## config.mk

```make
export PLATFORM = sky130hd
export DESIGN_NAME = preproc_char_tokenizer
export DESIGN_NICKNAME = d
export VERILOG_FILES = /design/src/hdl/pct_pkg.sv /design/src/hdl/preproc_char_tokenizer.sv
export VERILOG_INCLUDE_DIRS = /design/src /design/src/hdl
export SDC_FILE = /design/constraint.sdc
export NUM_CORES = 1
export LEC_CHECK = 0
export BUFFER_PORTS_ARGS = -buffer_cell sky130_fd_sc_hd__buf_2
export CAP_MARGIN = 10
export CORE_MARGIN = 8
export CORE_UTILIZATION = 40
export CTS_BUF_LIST = sky130_fd_sc_hd__clkbuf_8 sky130_fd_sc_hd__clkbuf_16
export DETAILED_ROUTE_END_ITERATION = 10
export PLACE_DENSITY = 0.59
export SLEW_MARGIN = 20
export SYNTH_ARGS = -nofsm -noshare
export SYNTH_HDL_FRONTEND = slang
export SYNTH_SLANG_ARGS = --single-unit
```

## constraint.sdc

```tcl
create_clock -name clock -period 7.2 [get_ports clock]
set_clock_uncertainty 0.1 [all_clocks]
set_input_delay 0.36 -clock clock [delete_from_list [all_inputs] [get_ports clock]]
set_output_delay 0.36 -clock clock [all_outputs]
set_load 0.01 [all_outputs]
```

## src/hdl/preproc_char_tokenizer_macros.svh

```systemverilog
// assertion macros for the preprocessor character tokenizer
`ifndef PREPROC_CHAR_TOKENIZER_MACROS_SVH
`define PREPROC_CHAR_TOKENIZER_MACROS_SVH

// same-cycle implication, checked on every clock edge outside reset
`define PCT_ASSERT_NOW(label, clk, rst, ante, cons) \
   label: assert property (@(posedge clk) disable iff (rst) (ante) |-> (cons)) \
      else $error("tokenizer check failed");

// next-cycle implication, checked on every clock edge outside reset
`define PCT_ASSERT_NEXT(label, clk, rst, ante, cons) \
   label: assert property (@(posedge clk) disable iff (rst) (ante) |=> (cons)) \
      else $error("tokenizer check failed");

`endif

```

## src/hdl/pct_pkg.sv

```systemverilog
// types and constants shared by the preprocessor character tokenizer
package pct_pkg;

   typedef enum logic [2:0] {
      TOK_EOF    = 3'd0,
      TOK_HASH   = 3'd1,
      TOK_LPAREN = 3'd2,
      TOK_RPAREN = 3'd3,
      TOK_WS     = 3'd4,
      TOK_TEXT   = 3'd5
   } token_kind_type;

   typedef enum logic [1:0] {
      RUN_NONE = 2'd0,
      RUN_WS   = 2'd1,
      RUN_TEXT = 2'd2
   } run_kind_type;

   localparam logic [7:0] CHAR_NUL     = 8'h00;
   localparam logic [7:0] CHAR_HASH    = 8'h23;
   localparam logic [7:0] CHAR_LPAREN  = 8'h28;
   localparam logic [7:0] CHAR_RPAREN  = 8'h29;
   localparam logic [7:0] CHAR_NEWLINE = 8'h0A;
   localparam logic [7:0] CHAR_TAB     = 8'h09;
   localparam logic [7:0] CHAR_SPACE   = 8'h20;

   localparam int FIELD_BITS = 16;

   typedef struct packed {
      token_kind_type          kind;
      logic [FIELD_BITS-1:0]   index;
      logic [FIELD_BITS-1:0]   row;
      logic [FIELD_BITS-1:0]   column;
      logic [FIELD_BITS-1:0]   length;
      logic                    last;
   } token_type;

endpackage

```

## src/hdl/preproc_char_tokenizer.sv

```systemverilog
// preprocessor character tokenizer: byte stream in, tokens out
//
//  channel | direction | payload                                      | notes
//  req_    | in        | byte_value, end_of_buffer                    | one byte per beat
//  rsp_    | out       | token_kind, start_index/row/column, length,  | zero to two beats
//          |           | last_of_item                                 | per request beat
//
// one request beat is taken per cycle while the token queue has room for two tokens;
// the tokenizer state and the queue write are updated in the same cycle as the beat
// a request beat that emits tokens shows its first token on rsp_ the next cycle at the
// earliest, behind any tokens still waiting in the queue
// the 4-entry token queue sets the rate: with rsp_ready held high a request beat
// every cycle runs until two-token beats fill the queue, one token leaves per cycle
// synchronous reset empties the queue and returns the position and run state
// to the start of a buffer; an end mark resets only the position and run state, after its tokens
`include "preproc_char_tokenizer_macros.svh"

module preproc_char_tokenizer
   import pct_pkg::*;
#(
   parameter int POSITION_BITS = 16
) (
   input  logic        clock,
   input  logic        reset,
   input  logic        req_valid,
   output logic        req_ready,
   input  logic [7:0]  req_byte_value,
   input  logic        req_end_of_buffer,
   output logic        rsp_valid,
   input  logic        rsp_ready,
   output logic [2:0]  rsp_token_kind,
   output logic [15:0] rsp_start_index,
   output logic [15:0] rsp_start_row,
   output logic [15:0] rsp_start_column,
   output logic [15:0] rsp_token_length,
   output logic        rsp_last_of_item
);

   localparam int P = POSITION_BITS;
   localparam logic [P-1:0] POS_ONE = P'(1);

   // saturating increment at the top of the position range
   function automatic logic [P-1:0] sat_inc(input logic [P-1:0] v);
      if (&v) begin
         return v;
      end
      return v + POS_ONE;
   endfunction

   // clip a position value into a 16-bit output field
   function automatic logic [FIELD_BITS-1:0] clip16(input logic [P-1:0] v);
      logic [P+FIELD_BITS-1:0] wide;
      wide = {{FIELD_BITS{1'b0}}, v};
      if (wide > (P+FIELD_BITS)'({FIELD_BITS{1'b1}})) begin
         return {FIELD_BITS{1'b1}};
      end
      return wide[FIELD_BITS-1:0];
   endfunction

   // tokenizer state
   logic [P-1:0]  pos_ff,      pos_in;
   logic [P-1:0]  row_ff,      row_in;
   logic [P-1:0]  col_ff,      col_in;
   logic          first_ff,    first_in;
   run_kind_type  run_kind_ff, run_kind_in;
   logic [P-1:0]  run_len_ff,  run_len_in;
   logic [P-1:0]  run_idx_ff,  run_idx_in;
   logic [P-1:0]  run_row_ff,  run_row_in;
   logic [P-1:0]  run_col_ff,  run_col_in;

   // token queue
   token_type     queue_ff [4];
   logic [1:0]    wr_ptr_ff, wr_ptr_in;
   logic [1:0]    rd_ptr_ff, rd_ptr_in;
   logic [2:0]    count_ff,  count_in;

   logic          req_beat;
   logic          rsp_beat;
   logic          is_ws, is_special, is_nul, is_text;
   logic          extend;
   logic          flush_valid, single_valid;
   logic [1:0]    push_count;
   token_type     flush_tok, single_tok;
   token_type     push_first, push_second;
   token_type     head;
   logic [P-1:0]  byte_row, byte_col;
   token_kind_type single_kind;
   logic          at_start;

   assign req_ready = (count_ff <= 3'd2);
   assign req_beat  = req_valid && req_ready;
   assign rsp_valid = (count_ff != 3'd0);
   assign rsp_beat  = rsp_valid && rsp_ready;

   // byte class
   assign is_ws      = (req_byte_value == CHAR_NEWLINE) || (req_byte_value == CHAR_TAB) ||
                       (req_byte_value == CHAR_SPACE);
   assign is_special = (req_byte_value == CHAR_HASH) || (req_byte_value == CHAR_LPAREN) ||
                       (req_byte_value == CHAR_RPAREN);
   assign is_nul     = (req_byte_value == CHAR_NUL);
   assign is_text    = !is_ws && !is_special && !is_nul;

   // position of this byte: first byte stays at row 1 column 1, newline moves to column 0
   always_comb begin
      byte_row = row_ff;
      byte_col = col_ff;
      if (!first_ff) begin
         if (req_byte_value == CHAR_NEWLINE) begin
            byte_row = sat_inc(row_ff);
            byte_col = '0;
         end else begin
            byte_col = sat_inc(col_ff);
         end
      end
   end

   // a byte of the same class as the open run only grows it
   assign extend = !req_end_of_buffer &&
                   (((run_kind_ff == RUN_WS) && is_ws) ||
                    ((run_kind_ff == RUN_TEXT) && is_text));

   assign flush_valid  = (run_kind_ff != RUN_NONE) && !extend;
   assign single_valid = req_end_of_buffer || is_nul || is_special;

   always_comb begin
      case (req_byte_value)
         CHAR_HASH:   single_kind = TOK_HASH;
         CHAR_LPAREN: single_kind = TOK_LPAREN;
         CHAR_RPAREN: single_kind = TOK_RPAREN;
         default:     single_kind = TOK_EOF;
      endcase
      if (req_end_of_buffer) begin
         single_kind = TOK_EOF;
      end
   end

   always_comb begin
      flush_tok.kind   = (run_kind_ff == RUN_WS) ? TOK_WS : TOK_TEXT;
      flush_tok.index  = clip16(run_idx_ff);
      flush_tok.row    = clip16(run_row_ff);
      flush_tok.column = clip16(run_col_ff);
      flush_tok.length = clip16(run_len_ff);
      flush_tok.last   = !single_valid;

      single_tok.kind  = single_kind;
      single_tok.index = clip16(pos_ff);
      single_tok.last  = 1'b1;
      if (req_end_of_buffer) begin
         // end mark eof sits one column past the last byte
         single_tok.row    = clip16(row_ff);
         single_tok.column = first_ff ? clip16(col_ff) : clip16(sat_inc(col_ff));
      end else begin
         single_tok.row    = clip16(byte_row);
         single_tok.column = clip16(byte_col);
      end
      single_tok.length = (single_kind == TOK_EOF) ? '0 : FIELD_BITS'(1);

      push_first  = flush_valid ? flush_tok : single_tok;
      push_second = single_tok;
      push_count  = {1'b0, flush_valid} + {1'b0, single_valid};
   end

   // next tokenizer state
   always_comb begin
      pos_in      = pos_ff;
      row_in      = row_ff;
      col_in      = col_ff;
      first_in    = first_ff;
      run_kind_in = run_kind_ff;
      run_len_in  = run_len_ff;
      run_idx_in  = run_idx_ff;
      run_row_in  = run_row_ff;
      run_col_in  = run_col_ff;
      if (req_beat) begin
         if (req_end_of_buffer) begin
            // back to the start of a buffer
            pos_in      = '0;
            row_in      = POS_ONE;
            col_in      = POS_ONE;
            first_in    = 1'b1;
            run_kind_in = RUN_NONE;
            run_len_in  = '0;
            run_idx_in  = '0;
            run_row_in  = '0;
            run_col_in  = '0;
         end else begin
            pos_in   = sat_inc(pos_ff);
            row_in   = byte_row;
            col_in   = byte_col;
            first_in = 1'b0;
            if (extend) begin
               run_len_in = sat_inc(run_len_ff);
            end else if (is_ws || is_text) begin
               run_kind_in = is_ws ? RUN_WS : RUN_TEXT;
               run_len_in  = POS_ONE;
               run_idx_in  = pos_ff;
               run_row_in  = byte_row;
               run_col_in  = byte_col;
            end else begin
               run_kind_in = RUN_NONE;
               run_len_in  = '0;
            end
         end
      end
   end

   // queue pointers
   always_comb begin
      wr_ptr_in = wr_ptr_ff;
      rd_ptr_in = rd_ptr_ff;
      count_in  = count_ff;
      if (req_beat) begin
         wr_ptr_in = wr_ptr_ff + push_count;
         count_in  = count_in + {1'b0, push_count};
      end
      if (rsp_beat) begin
         rd_ptr_in = rd_ptr_ff + 2'd1;
         count_in  = count_in - 3'd1;
      end
   end

   always_ff @(posedge clock) begin
      if (reset) begin
         pos_ff      <= '0;
         row_ff      <= POS_ONE;
         col_ff      <= POS_ONE;
         first_ff    <= 1'b1;
         run_kind_ff <= RUN_NONE;
         run_len_ff  <= '0;
         run_idx_ff  <= '0;
         run_row_ff  <= '0;
         run_col_ff  <= '0;
         wr_ptr_ff   <= '0;
         rd_ptr_ff   <= '0;
         count_ff    <= '0;
      end else begin
         pos_ff      <= pos_in;
         row_ff      <= row_in;
         col_ff      <= col_in;
         first_ff    <= first_in;
         run_kind_ff <= run_kind_in;
         run_len_ff  <= run_len_in;
         run_idx_ff  <= run_idx_in;
         run_row_ff  <= run_row_in;
         run_col_ff  <= run_col_in;
         wr_ptr_ff   <= wr_ptr_in;
         rd_ptr_ff   <= rd_ptr_in;
         count_ff    <= count_in;
      end
   end

   // queue payload, no reset needed
   always_ff @(posedge clock) begin
      if (req_beat && (push_count != 2'd0)) begin
         queue_ff[wr_ptr_ff] <= push_first;
      end
      if (req_beat && (push_count == 2'd2)) begin
         queue_ff[wr_ptr_ff + 2'd1] <= push_second;
      end
   end

   assign head             = queue_ff[rd_ptr_ff];
   assign rsp_token_kind   = head.kind;
   assign rsp_start_index  = head.index;
   assign rsp_start_row    = head.row;
   assign rsp_start_column = head.column;
   assign rsp_token_length = head.length;
   assign rsp_last_of_item = head.last;

   // start of a fresh buffer
   assign at_start = first_ff && (pos_ff == '0) && (run_kind_ff == RUN_NONE);

   // queue never holds more than its four entries
   `PCT_ASSERT_NOW(a_queue_bound, clock, reset, 1'b1, count_ff <= 3'd4)
   // a beat that emits nothing is a whitespace or text byte opening or growing a run
   `PCT_ASSERT_NOW(a_silent_beat, clock, reset, req_beat && push_count == 2'd0, is_ws || is_text)
   // an end mark leaves the block at the start of a fresh buffer
   `PCT_ASSERT_NEXT(a_end_clears, clock, reset, req_beat && req_end_of_buffer, at_start)

endmodule
```

==> flow_metrics.env <==
export IMPL_dieArea_um2=54190
export IMPL_dp_hpwl_mm=32.71
export IMPL_finalPower_uw=5641
export IMPL_drt_first_pass_iters=8
export IMPL_end_kind="flop"
export IMPL_power_density_nw_per_um2=268.3
export IMPL_ys_flop_type="edfxtp_1"
export IMPL_core_area_um2=46460
export IMPL_cts_hold_buf=1
export IMPL_arrival_ns=4.82
export IMPL_port_buffers=82
export IMPL_antenna_left=0
export IMPL_placed_area_um2=19600
export IMPL_rsz0062_at_grt="no"
export IMPL_slew_violations=0
export IMPL_critical_path_slowest_cell="buf_4"
export IMPL_final_nets=1728
export IMPL_leakage_uw=0.006921
export IMPL_crit_required_ns=7.52
export IMPL_crit_top_cell="buf_4"
export IMPL_comb_power_share=0.158
export IMPL_pwr_share_clk=0.384
export IMPL_drive_gt1_frac=0.1629
export IMPL_drc=0
export IMPL_vdd_ir_drop_max_v=0.0001861
export IMPL_synth_area_top_cells="edfxtp_1, dfxtp_1, mux4_2, a22o_1, nand2_1"
export IMPL_fin_crit_sh=0.6246
export IMPL_multi_input_area_um2=8182
export IMPL_power_internal_uw=4092
export IMPL_fp_dieH_um=232.8
export IMPL_period_minus_slack_ns=4.497
export IMPL_grt_max_degree=69
export IMPL_cts_setup_buffers=0
export IMPL_cp_start_kind="flop"
export IMPL_numCtsBuffers=43
export IMPL_num_io_pins=83
export IMPL_synth_top_area_frac=0.3259
export IMPL_synth_warnings=0
export IMPL_gr_total_overflow=0
export IMPL_ys_types=75
export IMPL_area_delta_synth_final_pct=11.83
export IMPL_place_congestion=0.8950
export IMPL_syn_nets=1727
export IMPL_hold_class="primary input to flop"
export IMPL_relSlewSlack=0.2564
export IMPL_grt_usage=0.1942
export IMPL_die_w_um=232.8
export IMPL_worst_pin_slew_ns=1.111
export IMPL_clk_latency_ns=0.56
export IMPL_status="complete, no violations"
export IMPL_seq_power_share=0.458
export IMPL_design_area_um2=21020
export IMPL_grt_pass1_wl_mm=82.73
export IMPL_antenna_found_initial=1
export IMPL_grt_pass1_vias=13930
export IMPL_swShare=0.2747
export IMPL_yosysTopAreaCell="edfxtp_1"
export IMPL_yosysMostFrequentCell="nand2_1"
export IMPL_avgSynthCellArea_um2=11.04
export IMPL_synth_cells=1703
export IMPL_p_sw_uw=1549
export IMPL_routed_via_density=5.974
export IMPL_path_cells="a21oi_1 > nand2_2 > buf_4 > or4_1 > a211oi_4 > buf_4 > a22o_1"
export IMPL_crit_type="flop to flop"
export IMPL_fill_cells=4292
export IMPL_htreeDepth=2
export IMPL_cts_sinks=396
export IMPL_yosys_top_cells_count="nand2_1, edfxtp_1, dfxtp_1"
export IMPL_hold_viol_final=0
export IMPL_setup_violations=0
export IMPL_initial_core_util=0.4047
export IMPL_seq_area_frac_synth=0.5303
export IMPL_fin_tns_setup_ns=0
export IMPL_synth_edf_count=204
export IMPL_ys_seq_elements=396
export IMPL_worst_path_max_fanout=53
export IMPL_drtIter0Drc=1177
export IMPL_tritoncts="built"
export IMPL_synth_area_um2=18800
export IMPL_floorplan_rows=79
export IMPL_crit_path_max_incr_delay_ns=0.76
export IMPL_cts_root_buffer="clkbuf_16"
export IMPL_seq_area_um2=9977
export IMPL_clkTransAtPathRegs_ns=0.06
export IMPL_cap_violations=0
export IMPL_vias=14010
export IMPL_synthArstFlopShare=0
export IMPL_routed_wl_mm=53.22
export IMPL_clock_path_buffers=3
export IMPL_avgRoutedWirePerCell_um=22.70
export IMPL_cts_resized=0
export IMPL_timing_fmax_mhz=222.4
stage by stage:
step | instances | util | hold slack [ns] | setup WS (ns)
floorplan | 1703 | - | 0.3369 | 3.112
global placement | 2263 | 0.4220 | 0.3509 | 2.384
detailed placement | 2263 | 0.4220 | 0.3489 | 2.207
CTS | 2342 | 0.4518 | 0.1800 | 2.727
global route | 2344 | 0.4525 | 0.2266 | 2.494
finish | 2345 | 0.4525 | 0.1956 | 2.703
power by group through the flow:
stage / clock network, uW / registers [uW] / logic (uW)
floorplan: 0 / 2560 / 609
global placement: 0 / 2650 / 882
detailed placement: 0 / 2650 / 889
CTS: 2200 / 2600 / 892
global route: 2290 / 2600 / 961
finish: 2170 / 2580 / 891
final timing paths:
check / startpoint / end / slack, ns / depth (start not counted)
worst min-delay path: reset / rd_ptr_ff[0] / 0.20 / 2
worst max-delay path: count_ff[1] / queue_ff[0][32] / 2.70 / 7
worst min register to register: queue_ff[2][3] / queue_ff[2][3] / 0.37 / 1
worst max register to register: count_ff[1] / queue_ff[0][32] / 2.70 / 7
sequential cells by signal (all words and copies together) (netlist names), named ones only:
register     cells
col_ff          16
count_ff         3
first_ff         1
pos_ff          16
queue_ff       272
rd_ptr_ff        2
row_ff          16
run_col_ff      16
run_idx_ff      16
run_kind_ff      2
run_len_ff      16
run_row_ff      16
wr_ptr_ff        2
layout make-up:
class	count	area share
diodes	1	0.0001190
clock buffers	50	0.05577
clock inverters	28	0.009701
inverters	15	0.002916
multi-input cells	1135	0.3892
flip-flops and latches	396	0.4746
well taps	607	0.03613
repair buffers	113	0.03160
critical path, delay by kind of cell, from the launching register on:
kind	cells	cell delay [ns]
buf+inv	2	1.23
compound gates	3	1.37
simple gates	2	1.29
flops	1	0.35
layer usage:
layer / track usage / wire [um] / up-vias
met3: 0.02923 / 3408 / 103
met4: 0.06686 / 1498 / 0
li1: - / - / 6456
met2: 0.3161 / 24870 / 505
met1: 0.2624 / 23440 / 6944
met5: 0 / 0 / -
cells by family (layout without fill, tap and decap cells):
family          count (synthesis)  after routing  share of synthesized area
compound gates                464            464                     0.1736
other cells                     0              1                          0
flops                         396            396                     0.5303
simple gates                  523            523                     0.1332
fa+ha+maj                      11             11                   0.007721
mux                            91             91                    0.09418
buf+inv                       172            206                    0.03953
xor+xnor                       46             46                    0.02143
cell usage in the layout, fill, tap and decap left out, types with 18 or more instances in the layout:
master / synthesis / final
a21oi_1: 86 / 85
a22o_1: 168 / 168
a22oi_1: 19 / 19
buf_2: 35 / 81
buf_4: 5 / 29
clkbuf_16: 0 / 43
dfxtp_1: 192 / 190
edfxtp_1: 204 / 204
inv_1: 13 / 23
mux4_2: 68 / 68
nand2_1: 213 / 212
nand3_1: 51 / 51
nand4_1: 23 / 23
nor2_1: 103 / 103
nor3_1: 27 / 27
o21ai_0: 68 / 68
o21ai_1: 40 / 37
or3_1: 18 / 18
xnor2_1: 20 / 20
xor2_1: 26 / 26
No activity file was read; power rests on OpenSTA's default activity.
